===== src/sv/lwcg_pkg.sv =====
// Shared types, constants and register codes for the LCD window command generator.
package lwcg_pkg;

  localparam logic [15:0] PanelHeight = 16'd320;

  localparam int unsigned FifoDepth = 2;
  localparam int unsigned FifoPtrW  = $clog2(FifoDepth);
  localparam int unsigned FifoCntW  = $clog2(FifoDepth + 1);

  localparam logic [1:0] CFG_ROTATION   = 2'd0;
  localparam logic [1:0] CFG_COL_OFFSET = 2'd1;
  localparam logic [1:0] CFG_ROW_OFFSET = 2'd2;

  localparam logic [15:0] CMD_HSTART    = 16'h0406;
  localparam logic [15:0] CMD_HEND      = 16'h0407;
  localparam logic [15:0] CMD_HPOS      = 16'h0200;
  localparam logic [15:0] CMD_VSTART    = 16'h0408;
  localparam logic [15:0] CMD_VEND      = 16'h0409;
  localparam logic [15:0] CMD_VPOS      = 16'h0201;
  localparam logic [15:0] CMD_RAM_WRITE = 16'h0202;

  localparam logic [1:0] SEL_START = 2'd0;
  localparam logic [1:0] SEL_END   = 2'd1;
  localparam logic [1:0] SEL_POS   = 2'd2;

  localparam logic [2:0] LAST_IDX = 3'd5;

  typedef struct packed {
    logic [9:0]  win_x;
    logic [9:0]  win_y;
    logic [10:0] win_width;
    logic [10:0] win_height;
  } win_req_t;

  typedef struct packed {
    logic        is_command;
    logic [15:0] bus_word;
    logic        last_word;
  } bus_beat_t;

  typedef struct packed {
    logic        use_0408;
    logic [15:0] s;
    logic [15:0] e;
    logic [15:0] p;
  } axis_job_t;

  typedef struct packed {
    logic      col_chg;
    logic      row_chg;
    axis_job_t col;
    axis_job_t row;
  } win_job_t;

  typedef enum logic [1:0] {
    ST_COL,
    ST_ROW,
    ST_RAM
  } back_state_e;

endpackage


===== src/sv/lcd_window_command_generator_top.sv =====
// Top level of the LCD window command generator.
//
// Input channel: a window request (x, y, width, height) on req_i is taken
// when push is high and full is low. Output channel: the oldest bus beat
// sits on res_o while empty is low and is taken when pop is high.
// Configuration: cfg_we_i writes cfg_wdata_i into register cfg_idx_i
// (rotation, column offset, row offset); write only while idle.
// Each request yields 1, 7 or 13 beats: six per changed column or row pair,
// then the closing RAM-write command flagged by last_word.
// The first beat of a request passes the job queue, then the output register.
// Throughput: one beat per cycle from the back sequencer while pop is high
// or the output register is empty; a two-entry job queue lets the front
// keep taking requests while the back drains.
// Reset clears configuration to zero, empties queue and output register,
// and sets the pair cache so the first request writes both pairs.
// A stalled receiver holds the current beat; the queue then fills and
// full rises until pop resumes.
module lcd_window_command_generator_top import lwcg_pkg::*; (
  input  logic       clk_i,
  input  logic       rst_ni,
  input  logic       cfg_we_i,
  input  logic [1:0] cfg_idx_i,
  input  logic [7:0] cfg_wdata_i,
  input  logic       push,
  output logic       full,
  input  win_req_t   req_i,
  input  logic       pop,
  output logic       empty,
  output bus_beat_t  res_o
);

  win_job_t job_in, job_out;
  logic     q_full, q_empty, q_pop, accept;

  assign full   = q_full;
  assign accept = push && !q_full;

  lwcg_front u_front (
    .clk_i       (clk_i),
    .rst_ni      (rst_ni),
    .cfg_we_i    (cfg_we_i),
    .cfg_idx_i   (cfg_idx_i),
    .cfg_wdata_i (cfg_wdata_i),
    .accept_i    (accept),
    .req_i       (req_i),
    .job_o       (job_in)
  );

  lwcg_fifo u_fifo (
    .clk_i   (clk_i),
    .rst_ni  (rst_ni),
    .wr_i    (accept),
    .wdata_i (job_in),
    .rd_i    (q_pop),
    .rdata_o (job_out),
    .full_o  (q_full),
    .empty_o (q_empty)
  );

  lwcg_back u_back (
    .clk_i       (clk_i),
    .rst_ni      (rst_ni),
    .job_valid_i (!q_empty),
    .job_i       (job_out),
    .job_pop_o   (q_pop),
    .pop         (pop),
    .empty       (empty),
    .res_o       (res_o)
  );

endmodule


===== src/sv/lwcg_front.sv =====
// Front part: configuration registers, pair cache and window address arithmetic.
module lwcg_front import lwcg_pkg::*; (
  input  logic       clk_i,
  input  logic       rst_ni,
  input  logic       cfg_we_i,
  input  logic [1:0] cfg_idx_i,
  input  logic [7:0] cfg_wdata_i,
  input  logic       accept_i,
  input  win_req_t   req_i,
  output win_job_t   job_o
);

  logic [1:0]  rotation_q;
  logic [7:0]  col_off_q;
  logic [7:0]  row_off_q;
  logic [10:0] cx_q, cx_d;
  logic [11:0] cw_q, cw_d;
  logic [10:0] cy_q, cy_d;
  logic [11:0] ch_q, ch_d;

  logic        landscape;
  logic        col_mirror;
  logic        row_mirror;
  logic [15:0] x16, y16, w16, h16, co16, ro16;
  logic [15:0] col_a, col_b, row_a, row_b;

  always_ff @(posedge clk_i or negedge rst_ni) begin
    if (!rst_ni) begin
      rotation_q <= '0;
      col_off_q  <= '0;
      row_off_q  <= '0;
    end else if (cfg_we_i) begin
      case (cfg_idx_i)
        CFG_ROTATION:   rotation_q <= cfg_wdata_i[1:0];
        CFG_COL_OFFSET: col_off_q  <= cfg_wdata_i;
        CFG_ROW_OFFSET: row_off_q  <= cfg_wdata_i;
        default: ;
      endcase
    end
  end

  always_ff @(posedge clk_i or negedge rst_ni) begin
    if (!rst_ni) begin
      cx_q <= '1;
      cw_q <= '1;
      cy_q <= '1;
      ch_q <= '1;
    end else begin
      cx_q <= cx_d;
      cw_q <= cw_d;
      cy_q <= cy_d;
      ch_q <= ch_d;
    end
  end

  always_comb begin
    x16  = {6'd0, req_i.win_x};
    y16  = {6'd0, req_i.win_y};
    w16  = {5'd0, req_i.win_width};
    h16  = {5'd0, req_i.win_height};
    co16 = {8'd0, col_off_q};
    ro16 = {8'd0, row_off_q};

    landscape  = rotation_q[0];
    col_mirror = (rotation_q == 2'd1);
    row_mirror = (rotation_q == 2'd0);

    job_o.col_chg = ({1'b0, req_i.win_x} != cx_q) || ({1'b0, req_i.win_width} != cw_q);
    job_o.row_chg = ({1'b0, req_i.win_y} != cy_q) || ({1'b0, req_i.win_height} != ch_q);

    col_a = col_mirror ? (PanelHeight - x16 - co16) : (x16 + co16);
    row_a = row_mirror ? (PanelHeight - y16 - ro16) : (y16 + ro16);
    col_b = col_mirror ? (col_a - w16) : (col_a + w16 - 16'd1);
    row_b = row_mirror ? (row_a - h16) : (row_a + h16 - 16'd1);

    job_o.col.use_0408 = landscape;
    job_o.col.s = col_mirror ? col_b : col_a;
    job_o.col.e = col_mirror ? (col_a - 16'd1) : col_b;
    job_o.col.p = col_mirror ? (col_a - 16'd1) : col_a;

    job_o.row.use_0408 = !landscape;
    job_o.row.s = row_mirror ? row_b : row_a;
    job_o.row.e = row_mirror ? (row_a - 16'd1) : row_b;
    job_o.row.p = row_mirror ? (row_a - 16'd1) : row_a;

    cx_d = cx_q;
    cw_d = cw_q;
    cy_d = cy_q;
    ch_d = ch_q;
    if (accept_i) begin
      cx_d = {1'b0, req_i.win_x};
      cw_d = {1'b0, req_i.win_width};
      cy_d = {1'b0, req_i.win_y};
      ch_d = {1'b0, req_i.win_height};
    end
  end

endmodule


===== src/sv/lwcg_fifo.sv =====
// Short job queue between the front and back parts.
module lwcg_fifo import lwcg_pkg::*; (
  input  logic     clk_i,
  input  logic     rst_ni,
  input  logic     wr_i,
  input  win_job_t wdata_i,
  input  logic     rd_i,
  output win_job_t rdata_o,
  output logic     full_o,
  output logic     empty_o
);

  win_job_t              mem_q [FifoDepth];
  logic [FifoPtrW-1:0]   wptr_q, rptr_q;
  logic [FifoCntW-1:0]   cnt_q;
  logic                  do_wr, do_rd;

  assign full_o  = (cnt_q == FifoCntW'(FifoDepth));
  assign empty_o = (cnt_q == '0);
  assign do_wr   = wr_i && !full_o;
  assign do_rd   = rd_i && !empty_o;
  assign rdata_o = mem_q[rptr_q];

  always_ff @(posedge clk_i) begin
    if (do_wr) begin
      mem_q[wptr_q] <= wdata_i;
    end
  end

  always_ff @(posedge clk_i or negedge rst_ni) begin
    if (!rst_ni) begin
      wptr_q <= '0;
      rptr_q <= '0;
      cnt_q  <= '0;
    end else begin
      if (do_wr) begin
        wptr_q <= (wptr_q == FifoPtrW'(FifoDepth - 1)) ? '0 : wptr_q + 1'b1;
      end
      if (do_rd) begin
        rptr_q <= (rptr_q == FifoPtrW'(FifoDepth - 1)) ? '0 : rptr_q + 1'b1;
      end
      case ({do_wr, do_rd})
        2'b10:   cnt_q <= cnt_q + 1'b1;
        2'b01:   cnt_q <= cnt_q - 1'b1;
        default: ;
      endcase
    end
  end

endmodule


===== src/sv/lwcg_back.sv =====
// Back part: word sequencer and output register towards the panel bus.
module lwcg_back import lwcg_pkg::*; (
  input  logic      clk_i,
  input  logic      rst_ni,
  input  logic      job_valid_i,
  input  win_job_t  job_i,
  output logic      job_pop_o,
  input  logic      pop,
  output logic      empty,
  output bus_beat_t res_o
);

  back_state_e state_q, state_d, eff;
  logic [2:0]  idx_q, idx_d;
  logic        out_valid_q, out_valid_d;
  bus_beat_t   out_q;
  bus_beat_t   beat;
  axis_job_t   ax;
  logic        load;

  assign empty = !out_valid_q;
  assign res_o = out_q;
  assign load  = job_valid_i && (!out_valid_q || pop);

  always_comb begin
    eff = state_q;
    if (eff == ST_COL && !job_i.col_chg) begin
      eff = ST_ROW;
    end
    if (eff == ST_ROW && !job_i.row_chg) begin
      eff = ST_RAM;
    end
  end

  // next state
  always_comb begin
    state_d     = state_q;
    idx_d       = idx_q;
    job_pop_o   = 1'b0;
    out_valid_d = out_valid_q && !pop;
    if (load) begin
      out_valid_d = 1'b1;
      if (eff == ST_RAM) begin
        job_pop_o = 1'b1;
        state_d   = ST_COL;
        idx_d     = '0;
      end else if (idx_q == LAST_IDX) begin
        idx_d   = '0;
        state_d = (eff == ST_COL) ? ST_ROW : ST_RAM;
      end else begin
        state_d = eff;
        idx_d   = idx_q + 3'd1;
      end
    end
  end

  // outputs
  always_comb begin
    ax              = (eff == ST_COL) ? job_i.col : job_i.row;
    beat.is_command = !idx_q[0];
    beat.last_word  = 1'b0;
    beat.bus_word   = '0;
    if (eff == ST_RAM) begin
      beat.is_command = 1'b1;
      beat.last_word  = 1'b1;
      beat.bus_word   = CMD_RAM_WRITE;
    end else begin
      case (idx_q[2:1])
        SEL_START: beat.bus_word = idx_q[0] ? ax.s : (ax.use_0408 ? CMD_VSTART : CMD_HSTART);
        SEL_END:   beat.bus_word = idx_q[0] ? ax.e : (ax.use_0408 ? CMD_VEND : CMD_HEND);
        SEL_POS:   beat.bus_word = idx_q[0] ? ax.p : (ax.use_0408 ? CMD_VPOS : CMD_HPOS);
        default:   beat.bus_word = '0;
      endcase
    end
  end

  always_ff @(posedge clk_i or negedge rst_ni) begin
    if (!rst_ni) begin
      state_q     <= ST_COL;
      idx_q       <= '0;
      out_valid_q <= 1'b0;
    end else begin
      state_q     <= state_d;
      idx_q       <= idx_d;
      out_valid_q <= out_valid_d;
    end
  end

  always_ff @(posedge clk_i) begin
    if (load) begin
      out_q <= beat;
    end
  end

endmodule


===== config.mk =====
export PLATFORM = sky130hd
export DESIGN_NAME = lcd_window_command_generator_top
export DESIGN_NICKNAME = d
export VERILOG_FILES = /design/src/sv/lwcg_pkg.sv /design/src/sv/lcd_window_command_generator_top.sv /design/src/sv/lwcg_front.sv /design/src/sv/lwcg_fifo.sv /design/src/sv/lwcg_back.sv
export SDC_FILE = /design/constraint.sdc
export NUM_CORES = 1
export LEC_CHECK = 0
export BUFFER_PORTS_ARGS = -buffer_cell sky130_fd_sc_hd__buf_2
export CAP_MARGIN = 40
export CORE_MARGIN = 1
export CORE_UTILIZATION = 51
export CTS_BUF_LIST = sky130_fd_sc_hd__clkbuf_4 sky130_fd_sc_hd__clkbuf_8 sky130_fd_sc_hd__clkbuf_16
export CTS_CLUSTER_SIZE = 12
export DETAILED_ROUTE_END_ITERATION = 7
export PLACE_DENSITY = 0.75
export SYNTH_ARGS = -nofsm -noshare
export SYNTH_HDL_FRONTEND = slang
export SYNTH_SLANG_ARGS = --single-unit

===== constraint.sdc =====
create_clock -name clk_i -period 7.2 [get_ports clk_i]
set_clock_uncertainty 0.15 [all_clocks]
set_input_delay 0.36 -clock clk_i [delete_from_list [all_inputs] [get_ports clk_i]]
set_output_delay 0.36 -clock clk_i [all_outputs]
set_load 0.03 [all_outputs]

Word-level counts from Yosys, hierarchy flattened
Memory sizes are Yosys's and may differ from the RTL's.
Index checks and enable logic that the tools add are counted.
Widths: inputs -> output; s select.
Storage, ports and cells
  memory bits (writable): 200
  flip-flop bits (word level): 92
  memories kept: 1
  output and inout bits: 20
  input bits: 57
  logic and storage cells: 112
Operators by class
  equal/unequal tests: 15
  reductions and logical operators: 28
  $add $sub $neg: 19
  muxes and demuxes: 33
Memories
  u_fifo.mem_q: words 2, width 100, rd ports 1, clocked after memory_dff 0, wr ports 1, RTL line lwcg_fifo.sv:13  | win_job_t mem_q [FifoDepth];
Operators by type and width (count)
  $mux 16: 13
  $sub 16x1->16 const B: 4
  $mux 49: 1
  $pmux 16 s3: 1
  $add 16x11->16: 2
  $sub 16x11->16: 2
  $sub 16x8->16: 2
  $ne 11x12->1: 2
  $add 10x8->11: 2
  $ne 10x11->1: 2
  $sub 9x10->11 const A: 2
  $logic_not 2->1: 6
  $eq 2x1->1 const B: 5
  $eq 2x2->1 const B: 5
  $mux 2: 5
  $logic_not 1->1: 8
  $mux 1: 8
  $mux 4: 2
  $logic_and 1x1->1: 7
  $mux 3: 2
  $reduce_and 2->1: 3
  $pmux 2 s2: 1
  $add 3x1->3 const B: 1
  $eq 3x3->1 const B: 1
  5 further kinds: 8

Logic depth before layout (Yosys ltp)
Gate-level depths: netlist (run 1).
An unclocked memory read counts as a cell.
  depth in word-level cells: 13
  mapped depth: 22
  depth with buffers taken out: 22

Modules after synthesis
From an unflattened synthesis (run 1), not the netlist that was laid out.
Unflattened totals
  cell total of the unflattened synthesis: 1557
  area, all modules: 18128.6 um2
By module, submodules not included
  lwcg_front: area each 8496.9 um2, instances 1, seq. area each 1580.3 um2, cells an instance 1027
  lwcg_fifo: area each 7860.0 um2, instances 1, seq. area each 6105.9 um2, cells an instance 329
  lwcg_back: area each 1754.2 um2, instances 1, seq. area each 690.7 um2, cells an instance 199
  lcd_window_command_generator_top: area each 17.5 um2, instances 1, seq. area each 0.0 um2, cells an instance 2

Least setup slack after synthesis (run 1)
OpenSTA, ideal clock, no wires.
  path type: reg2reg
  start point: register u_fifo.cnt_q[0]
  end point: memory u_fifo.mem_q[0][0] (netlist bit) (enable)
  setup time: 560 ps
  cell stages (with the launch flop): 5
  data arrival time: 5131 ps
  buffers on the path: 2
  path slack: 1359 ps
  data required time: 6490 ps
  path through: dfrtp_1 > clkbuf_1 > o21ai_1 > clkbuf_1 > nor2_1
Between the ends
  cells in the longest elaborated chain, start to end: 6
RTL lines
  start: declaration: RTL line lwcg_fifo.sv:15  | logic [FifoCntW-1:0] cnt_q;
  start signal: assignment: RTL line lwcg_fifo.sv:43  | 2'b10: cnt_q <= cnt_q + 1'b1;
  start signal: assignment: RTL line lwcg_fifo.sv:44  | 2'b01: cnt_q <= cnt_q - 1'b1;
  $eq 2x2->1 (*): RTL line lwcg_fifo.sv:18  | assign full_o = (cnt_q == FifoCntW'(FifoDepth));
  $logic_not 1->1 (*): RTL line lcd_window_command_generator_top.sv:36, lwcg_fifo.sv:20
  $logic_and 1x1->1: RTL line lcd_window_command_generator_top.sv:36  | assign accept = push && !q_full;
  $logic_and 1x1->1 (*): RTL line lwcg_fifo.sv:20  | assign do_wr = wr_i && !full_o;
  $mux 1 (*): RTL line lwcg_fifo.sv:25  | if (do_wr) begin
  $mux 1 (implied by the code) (*): RTL line lwcg_fifo.sv:26  | mem_q[wptr_q] <= wdata_i;
  end: declaration: RTL line lwcg_fifo.sv:13
Every way passes the cells marked *; elsewhere a longest branch is shown, timed or not.

==> results of run 1 <==
[final timing paths]
| check | startpoint | endpoint | depth (start not counted) |
|---|---|---|---|
| max in group asynchronous | rst_ni | u_front.cw_q[10]$_DFFE_PN1P_ | 3 |
| worst min register to register | u_fifo.cnt_q[1]$_DFFE_PN0P_ | u_back.out_valid_q$_DFF_PN0_ | 2 |
| worst max-delay path | req_i[22] | u_fifo.mem_q[0][31]$_DFFE_PP_ | 20 |
| worst min-delay path | req_i[6] | u_front.ch_q[6]$_DFFE_PN1P_ | 3 |
| min in group asynchronous | rst_ni | u_fifo.rptr_q$_DFFE_PN0P_ | 2 |
| worst max register to register | u_front.col_off_q[0]$_DFFE_PN0P_ | u_fifo.mem_q[1][78]$_DFFE_PP_ | 20 |
[state kept, by name, summed over array words and instances (netlist names)]
name                count
u_front.col_off_q       8
u_fifo.mem_q          200
u_front.cw_q           11
u_back.res_o           18
u_front.rotation_q      2
u_back.out_valid_q      1
u_front.row_off_q       8
u_fifo.wptr_q           1
u_front.ch_q           12
u_fifo.cnt_q            2
u_fifo.rptr_q           1
u_front.cx_q           10
u_back.idx_q            3
u_front.cy_q           10
u_back.state_q          2
[synth_stat cells (9+ instances only)]
master      n
mux2i_1    32
nand3_1    19
o31a_1     10
a21o_1     30
nor3_1     30
o211ai_1   12
nand2b_1   16
edfxtp_1  218
nor2_1    109
o21a_1     12
and3_1     10
inv_1     123
a211oi_1   12
o21ai_0    96
nor4_1     12
mux4_2     49
clkbuf_1   32
a31oi_1    13
a21oi_1    83
ha_1      113
xor2_1     54
buf_1      10
nor2b_1    14
dfstp_2    43
o21bai_1    9
mux2_2     38
dfrtp_1    28
xnor2_1    72
nand2_1   115
or2_2       9
[power by group]
part	switching [mW]	leakage, nW	internal, mW
sequential	0.293	2.82	2.72
combinational	2.46	4.63	1.62
clock	0.700	0.569	1.06
total	3.46	8.02	5.40
[placed cells by master, fill, tap and decap left out, types with 8 or more instances in the layout]
cell type	Yosys	routed
nand2b_1	16	16
fa_1	8	8
buf_4	0	14
buf_2	8	75
nand4_1	8	8
dfstp_2	43	43
nand2_1	115	115
and2_1	8	8
mux4_2	49	49
nor2b_1	14	13
edfxtp_1	218	218
clkbuf_16	0	34
ha_1	113	113
nor4_1	12	12
inv_1	123	123
xnor2_1	72	72
xor2_1	54	54
nor3_1	30	29
mux2_2	38	38
a31oi_1	13	13
o21ai_0	96	96
o31a_1	10	10
a21o_1	30	30
nor2_1	109	106
mux2i_1	32	32
o211ai_1	12	12
a21oi_1	83	83
nand3_1	19	19
dlygate4sd3_1	0	12
or2_2	9	9
clkbuf_4	0	13
dfrtp_1	28	27
o21bai_1	9	9
and3_1	10	10
o21a_1	12	12
a211oi_1	12	12
[metrics by stage]
stage                     instance area, um^2  total power, mW  setup WS, ns  utilization, %
after CTS                               20000             8.86          2.03            57.9
after floorplan                         17900             5.94          1.36               -
after detailed placement                18700             7.06          1.48            54.2
final                                   20000             8.86          1.94            57.9
after global routing                    20000             9.37          1.60            57.9
after global placement                  18700             6.93          1.59            54.1
[worst register-to-register path: cells and delay by family (launching register included)]
kind	cells	cell delay, ns
compound gates	8	1.62
fa+ha+maj	4	1.37
buf+inv	3	0.28
flops	1	0.41
xor+xnor	1	0.18
simple gates	3	0.79
mux	1	0.23
[cell type report]
type / count / area, um^2 / area share (%)
clock buffer: 48 / 962 / 4.81
clock inverter: 14 / 205 / 1.03
inverter: 128 / 482 / 2.41
multi-input combinational: 1102 / 8770 / 43.8
sequential: 289 / 8380 / 41.9
tap: 455 / 569 / 2.84
timing repair buffer: 103 / 648 / 3.24
[routing by layer]
layer  global-route usage (%)  wire, um  part of all wire [%]
met5                        0         0                     0
met1                     35.9     19800                    44
met3                     3.04      2870                   6.4
met4                     6.05       895                   2.0
met2                     43.7     21600                    48
[cell families (layout without fill, tap and decap cells)]
logic type	count (synthesis)	count (layout)
DFF	289	289
and+or+nand+nor	388	388
xor gates and xnor gates	126	126
muxes	119	119
AOI/OAI and AO/OA	346	346
buffers and inverters	184	293
adders and majority gates	123	123
[what timing repair did]
action | 4_1_cts | 5_1_grt
hold buffers | 12 | 0
hold endpoints to repair | 50 | 0
gates resized for setup | 0 | 0
==> impl_metrics.csv, run 1 <==
group,metric,value,unit
routing,routedWlPerCell,21.1,um
pwr,leakage,8.02,nW
yosys,synth_top_area_share,36.6,%
setup_path,endpoint_kind,"flop",
yosys,yosys_most_used_dff,"edfxtp_1",
yosys,synth-seq-cells,289,
timing,min_period_over_period,73.0,%
yosys,synth_simple_gate_area_share,10.6,%
routing,via_per_inst,5.94,
clocking,cts.sinks,289,
clocking,cts_setup_buffers,0,
setup_path,start_kind,"input pin",
pwr,ir_drop,297,uV
floorplanning,die_w,189,um
outcome,status,"finished clean",
yosys,synth_area_leader_cell,"edfxtp_1",
yosys,synth_fa_ha_area_share,8.93,%
yosys,synthesis.nets,1753,
clocking,insertion_delay,0.53,ns
setup_path,crit_slowest_cell,"a21boi_0",
yosys,synthXorXnorAreaFrac,6.18,%
floorplanning,rows,68,
routing,drtIter0Drc,1070,
global_routing,grt_pass1_wl,70700,um
yosys,synthCells,1575,
floorplanning,coreArea,34500,um^2
setup_path,worst-path-max-fanout,6,
layout,drive_above_1_share,19.6,%
placement,hpwlAfterDp,33900,um
timing,fin_crit,5.26,ns
global_routing,grt_max_degree,66,
yosys,ys.warnings.count,0,
yosys,yosysUniqueCellTypes,96,
yosys,synth_top_family_by_area,"compound AO/OA/AOI/OAI gates",
setup_path,crit_buf_inv,3,
setup_path,required,7.32,ns
timing,hold_violations,0,
timing,worst-slew-pin-transition,0.938,ns
setup_path,path_common_cell,"ha_1",
setup_path,cp_top_family,"compound AO/OA/AOI/OAI gates",
yosys,synth_compound_area_share,12.8,%
timing,fin_setup_tns,0,ns
global_routing,antenna_found_initial,0,
global_routing,grt.total_usage,25.9,%
routing,route.vias.total,12695,
yosys,avgSynthCellArea,11.3,um^2
layout,fin_nets,1836,
timing,drv_slew,0,
clocking,cts_made_buffers,34,
floorplanning,ios,77,
yosys,synth_seq_area_share,46.9,%
layout,area_growth,12.0,%
placement,numPlacedInstances,2065,
setup_path,cpPeakStageDelay,0.67,ns
pwr,powerDensity,443,nW/um^2
timing,holdWs,0.00609,ns
global_routing,first_global_vias,12264,
floorplanning,dieArea,35800,um^2
timing,grt_setup_unrepaired,"false",
global_routing,grt_overflow,0,
yosys,muxShareOfSynthArea,10.4,%
setup_path,crit_chain,"buf_2 > inv_1 > ha_1 > or3b_4 > o31a_1 > or2_2 > ha_1 > o211ai_1 > a21boi_0 > nor3_1 > o31a_1 > ha_1 > inv_1 > ha_1 > nand3_1 > a211oi_1 > o31ai_1 > o21ba_2 > o21ai_0 > o211ai_1",
routing,remaining_drc_errors,0,
layout,fin_cells,2139,
floorplanning,initial_core_util,51.7,%
routing,ant_nets,0,
floorplanning,fp.dieH,189,um
timing,fmax,190,MHz
routing,routed_wl,45100,um
placement,io_buffers,76,
layout,diodes,0,
yosys,synth_area_leaders,"edfxtp_1 37%, ha_1 7.9%, dfstp_2 6.3%, mux4_2 6.2%, dfrtp_1 3.9%",
clocking,clock_path_buffers,3,
setup_path,crit_type,"in2reg",
timing,finalSetupViolations,0,
timing,max_slew_margin,36.8,%
clocking,cts_max_level,2,
yosys,postSynth.asyncResetShare,24.6,%
yosys,netlist_area,17900,um^2
run,drv_cap,0,
routing,drt_first_pass_iters,5,
setup_path,critPathArrivalTime,5.38,ns
clocking,path_clk_slew,0.06,ns
worst_hold_path,hp-class,"in2reg",
clocking,cts_tree,"done",
layout,fillers,2900,
clocking,cts_root_buf,"clkbuf_16",
placement,gp_congestion,0.897,
setup_path,r2r_setup_slack,2.00,ns
yosys,synth_edf_count,218,
Power figures use the tool's default switching activity.
==> run 2, diff against run 1 <==
clock period = 5.5 ns   (was 7.2 ns; I/O delays follow)
==> impl_metrics.csv, run 2 (synthesis results as in run 1) <==
group,metric,value,unit
routing,via_per_inst,5.74,
setup_path,crit_slowest_cell,"dlygate4sd3_1",
floorplanning,dieArea,35800,um^2
setup_path,path_common_cell,"ha_1",
setup_path,crit_chain,"dlygate4sd3_1 > buf_2 > inv_1 > ha_1 > nor3b_4 > nand2_2 > xnor2_1 > ha_1 > or2_2 > a211oi_4 > o32ai_1 > and2_1 > or2b_2 > inv_2 > a21oi_4 > ha_1 > inv_1 > ha_1 > and3_1 > a21o_1 > a31oi_2 > o21ai_1 > xor2_1 > mux2i_1",
outcome,status,"finished clean",
setup_path,required,5.65,ns
floorplanning,ios,77,
setup_path,endpoint_kind,"flop",
routing,wl_met1,19400,um
global_routing,first_global_vias,12665,
layout,fillers,2815,
global_routing,grt_max_degree,101,
clocking,path_clk_slew,0.06,ns
setup_path,cpPeakStageDelay,0.54,ns
layout,post-route-util,59.2,%
clocking,cts_tree,"done",
pwr,power,11.4,mW
placement,hpwlAfterDp,32700,um
layout,mostFrequentLayoutCells,"218 x edfxtp_1, 123 x inv_1, 115 x nand2_1",
layout,layout_commonest_cell,"edfxtp_1",
setup_path,critPathArrivalTime,5.40,ns
setup_path,cp_top_family,"simple AND/OR/NAND/NOR gates",
clocking,cts_made_buffers,31,
routing,ant_nets,0,
timing,drv_slew,0,
layout,top_register,"u_fifo.mem_q",
routing,top_layer,"met4",
clocking,cts_max_level,1,
layout,area_growth,14.5,%
global_routing,grt_pass1_wl,70000,um
routing,wl_met3,2540,um
worst_hold_path,hp-class,"in2async",
routing,route.vias.total,12589,
global_routing,antenna_found_initial,1,
pwr,p_sw,4.40,mW
setup_path,crit_type,"in2reg",
global_routing,grt.total_usage,25.3,%
setup_path,r2r_cells,20,
pwr,p_sw_share,38.8,%
routing,remaining_drc_errors,0,
setup_path,cp_num_cells,24,
floorplanning,rows,68,
pwr,ir_drop,321,uV
placement,io_buffers,76,
pwr,comb_power_share,47.2,%
layout,drive_above_1_share,19.9,%
routing,drtIter0Drc,948,
floorplanning,initial_core_util,51.7,%
layout,fin_nets,1888,
setup_path,worst-path-max-fanout,6,
floorplanning,die_w,189,um
placement,gp_congestion,0.917,
timing,finalSetupViolations,0,
pwr,clock_power_share,18.1,%
timing,max_slew_margin,46.0,%
timing,hold_violations,0,
routing,drt_first_pass_iters,5,
pwr,intPower,6.95,mW
layout,fin_area,20400,um^2
clocking,cts.sinks,289,
timing,min_period_over_period,95.5,%
timing,fmax,190,MHz
floorplanning,fp.dieH,189,um
clocking,cts_root_buf,"clkbuf_16",
setup_path,crit_buf_inv,5,
pwr,power_frac_seq,34.7,%
run,drv_cap,0,
pwr,leakage,8.21,nW
routing,routed_wl,44400,um
routing,met2_length,21100,um
clocking,insertion_delay,0.57,ns
routing,routedWlPerCell,20.2,um
layout,largest_reg_flops,200,
global_routing,grt_overflow,0,
pwr,powerDensity,555,nW/um^2
timing,worst-slew-pin-transition,0.807,ns
setup_path,start_kind,"input pin",
timing,fin_crit,5.25,ns
placement,dpl-instance-area,18800,um^2
clocking,clock_path_buffers,3,
floorplanning,coreArea,34500,um^2
## run 2: timing repair
action / in CTS / in global routing
hold buffers: 53 / 0
endpoints found under the setup margin: 0 / 20
resized for setup: 0 / 11
endpoints found under the hold margin: 110 / 0
setup buffers: 0 / 3
## run 2: final timing paths
| check | endpoint | start | slack [ns] |
|---|---|---|---|
| worst max register to register | u_fifo.mem_q[1][78]$_DFFE_PP_ | u_front.col_off_q[0]$_DFFE_PN0P_ | 0.46 |
| min in group clk_i | u_front.cx_q[8]$_DFFE_PN1P_ | req_i[40] | 0.07 |
| worst min register to register | u_back.out_valid_q$_DFF_PN0_ | u_fifo.cnt_q[1]$_DFFE_PN0P_ | 0.34 |
| worst max-delay path | u_fifo.mem_q[1][78]$_DFFE_PP_ | req_i[32] | 0.25 |
| max in group asynchronous | u_front.cx_q[9]$_DFFE_PN1P_ | rst_ni | 4.52 |
| worst min-delay path | u_fifo.wptr_q$_DFFE_PN0P_ | rst_ni | 0.05 |
## run 2: through the flow
step,TNS (ns),hold slack [ns],setup slack [ns],std cells
finish,0,0.0487,0.250,2192
global route,-0.0108,0.0754,-0.00595,2190
CTS,0,0.0427,0.194,2187
detailed placement,0,0.111,0.120,2076
global placement,0,0.313,0.232,2074
floorplan,-68.28,-0.171,-0.341,1575
## run 2: cell type report
class	instances	area (um^2)	share of cell area (%)
Multi-Input combinational cell	1102	8820	43.1
Sequential cell	289	8380	41.0
Inverter	128	482	2.36
Timing Repair Buffer	158	1170	5.72
Clock inverter	11	100	0.490
Clock buffer	47	920	4.50
Antenna cell	2	5.00	0.0245
Tap cell	455	569	2.78
## run 2: power groups by stage
| stage | combinational, mW | sequential (mW) | clock, mW |
|---|---|---|---|
| CTS | 5.29 | 3.95 | 2.09 |
| finish | 5.36 | 3.94 | 2.05 |
| global route | 5.87 | 4.02 | 2.17 |
| global placement | 5.12 | 3.94 | 0 |
| detailed placement | 5.22 | 3.97 | 0 |
| floorplan | 3.80 | 3.98 | 0 |
## run 2: layer usage
| layer | GRT usage, % | vias to the layer above |
|---|---|---|
| met5 | 0 | - |
| met4 | 8.00 | 0 |
| li1 | - | 6026 |
| met1 | 34.1 | 6119 |
| met3 | 3.99 | 73 |
| met2 | 42.0 | 371 |
==> run 3, diff against run 2 <==
clock period = 5.4 ns   (was 5.5 ns; I/O delays follow)
==> impl_metrics.csv, run 3 (synthesis results as in run 1) <==
group,metric,value,unit
routing,drt_first_pass_iters,5,
global_routing,first_global_vias,12772,
setup_path,cp_top_family,"compound AO/OA/AOI/OAI gates",
setup_path,crit_chain,"dlygate4sd3_1 > buf_2 > inv_1 > ha_1 > or3b_4 > o31a_1 > or2_2 > ha_1 > a21oi_1 > a21boi_1 > buf_4 > o21a_4 > o31a_1 > ha_1 > inv_1 > ha_4 > nand3_1 > a211oi_2 > o31ai_2 > o21ba_2 > o21ai_1 > o211ai_1",
global_routing,met3_usage,2.91,%
setup_path,worst-path-max-fanout,8,
layout,diodes,0,
pwr,intPower,7.07,mW
layout,post-route-util,59.1,%
routing,drtIter0Drc,1193,
setup_path,required,5.55,ns
setup_path,crit_buf_inv,5,
floorplanning,dieArea,35800,um^2
timing,fin_crit,5.22,ns
placement,gp_congestion,0.912,
setup_path,crit_slowest_cell,"dlygate4sd3_1",
layout,fin_nets,1887,
clocking,cts_made_buffers,31,
global_routing,grt_max_degree,101,
global_routing,antenna_found_initial,1,
routing,via_per_inst,5.91,
global_routing,busiest_layer,"met2",
routing,remaining_drc_errors,0,
setup_path,crit_type,"in2reg",
global_routing,grt_pass1_wl,70100,um
pwr,p_sw,4.47,mW
clocking,cts.sinks,289,
placement,io_buffers,76,
timing,max_slew_margin,45.0,%
routing,routedWlPerCell,20.5,um
pwr,power_frac_seq,34.9,%
timing,finalSetupViolations,0,
global_routing,grt.total_usage,25.4,%
placement,hpwlAfterDp,33100,um
setup_path,cpPeakStageDelay,0.54,ns
pwr,ir_drop,317,uV
layout,drive_above_1_share,19.9,%
setup_path,path_common_cell,"ha_1",
routing,route.vias.total,12905,
clocking,insertion_delay,0.57,ns
clocking,path_clk_slew,0.06,ns
setup_path,critPathArrivalTime,5.37,ns
worst_hold_path,hp-class,"in2reg",
timing,hold_violations,0,
timing,fmax,191,MHz
layout,area_growth,14.3,%
floorplanning,rows,68,
pwr,leakage,8.18,nW
global_routing,met2_usage,41.8,%
layout,top_register,"u_fifo.mem_q",
floorplanning,die_w,189,um
pwr,powerDensity,565,nW/um^2
layout,largest_reg_flops,200,
global_routing,grt.met1_usage,34.6,%
timing,drv_slew,0,
timing,min_period_over_period,96.7,%
setup_path,start_kind,"input pin",
layout,fin_area,20400,um^2
run,drv_cap,0,
layout,mostFrequentLayoutCells,"218 x edfxtp_1, 123 x inv_1, 115 x nand2_1",
placement,dpl-instance-area,18800,um^2
setup_path,endpoint_kind,"flop",
global_routing,grt_overflow,0,
floorplanning,fp.dieH,189,um
pwr,p_sw_share,38.7,%
clocking,cts_root_buf,"clkbuf_16",
clocking,cts_max_level,1,
outcome,status,"finished clean",
floorplanning,coreArea,34500,um^2
layout,fillers,2785,
floorplanning,ios,77,
routing,routed_wl,44600,um
timing,worst-slew-pin-transition,0.824,ns
routing,ant_nets,0,
layout,layout_commonest_cell,"edfxtp_1",
clocking,clock_path_buffers,3,
clocking,cts_tree,"done",
floorplanning,initial_core_util,51.7,%
timing,holdWs,0.0233,ns
pwr,clock_power_share,17.6,%
pwr,comb_power_share,47.5,%
## run 3: cell count changes in the layout (fill, tap and decap cells not counted), moves of 2 or more
cell      change
inv_6         +2
ha_1          -2
clkbuf_4      -6
ha_4          +3
o21ai_0       -2
o21ai_1       +2
diode_2       -2
## run 3: per-layer routing
layer / share of wire [%] / routed length [um]
met1: 43 / 19100
met2: 47 / 21000
met3: 6.3 / 2820
met4: 3.9 / 1730
met5: 0 / 0
## run 3: power by group through the flow
stage | sequential (mW) | combinational, mW | clock (mW)
finish | 4.03 | 5.48 | 2.04
global route | 4.10 | 6.00 | 2.15
CTS | 4.03 | 5.38 | 2.07
detailed placement | 4.06 | 5.30 | 0
global placement | 4.01 | 5.20 | 0
floorplan | 4.05 | 3.87 | 0
## run 3: final cells by class
| cell class | instances | area [um^2] | area share (%) |
|---|---|---|---|
| Multi-Input combinational cell | 1102 | 8860 | 43.4 |
| Sequential cell | 289 | 8380 | 41.0 |
| Timing Repair Buffer | 157 | 1150 | 5.61 |
| Clock buffer | 40 | 850 | 4.16 |
| Tap cell | 455 | 569 | 2.79 |
| Inverter | 128 | 482 | 2.36 |
| Clock inverter | 11 | 126 | 0.619 |
## run 3: worst register-to-register path, delay by kind of cell, from the launching register on
| family | cells | cell delay, ns |
|---|---|---|
| AND/OR/NAND/NOR | 6 | 0.88 |
| AO/OA/AOI/OAI | 6 | 1.97 |
| flip-flops | 1 | 0.41 |
| buffers and inverters | 3 | 0.42 |
| adder cells (fa/ha/maj) | 3 | 0.84 |
## run 3: worst paths after layout
| kind | to | start | depth (start not counted) | slack, ns |
|---|---|---|---|---|
| worst max-delay path | u_fifo.mem_q[0][31]$_DFFE_PP_ | req_i[23] | 22 | 0.18 |
| worst min-delay path | u_front.cy_q[8]$_DFFE_PN1P_ | req_i[30] | 2 | 0.02 |
| worst max register to register | u_fifo.mem_q[1][46]$_DFFE_PP_ | u_front.row_off_q[0]$_DFFE_PN0P_ | 18 | 0.41 |
| worst min register to register | u_front.cw_q[1]$_DFFE_PN1P_ | u_front.cw_q[1]$_DFFE_PN1P_ | 2 | 0.34 |
| max in group asynchronous | u_fifo.rptr_q$_DFFE_PN0P_ | rst_ni | 3 | 4.18 |
| min in group asynchronous | u_front.row_off_q[3]$_DFFE_PN0P_ | rst_ni | 2 | 0.05 |
## run 3: timing repair
item	in CTS	in global routing
resized for setup	0	18
hold buffers	52	0
setup endpoints to repair	0	20
setup buffers	0	1
hold endpoints to repair	95	0
## run 3: stage by stage
step,instances,power [mW],setup slack (ns),setup TNS [ns]
2_1_floorplan,1575,7.92,-0.441,-88.28
3_3_place_gp,2077,9.21,0.175,0
3_5_place_dp,2078,9.36,0.0300,0
4_1_cts,2181,11.5,0.0799,0
5_1_grt,2182,12.3,-0.00700,-0.0220
6_report,2182,11.5,0.177,0
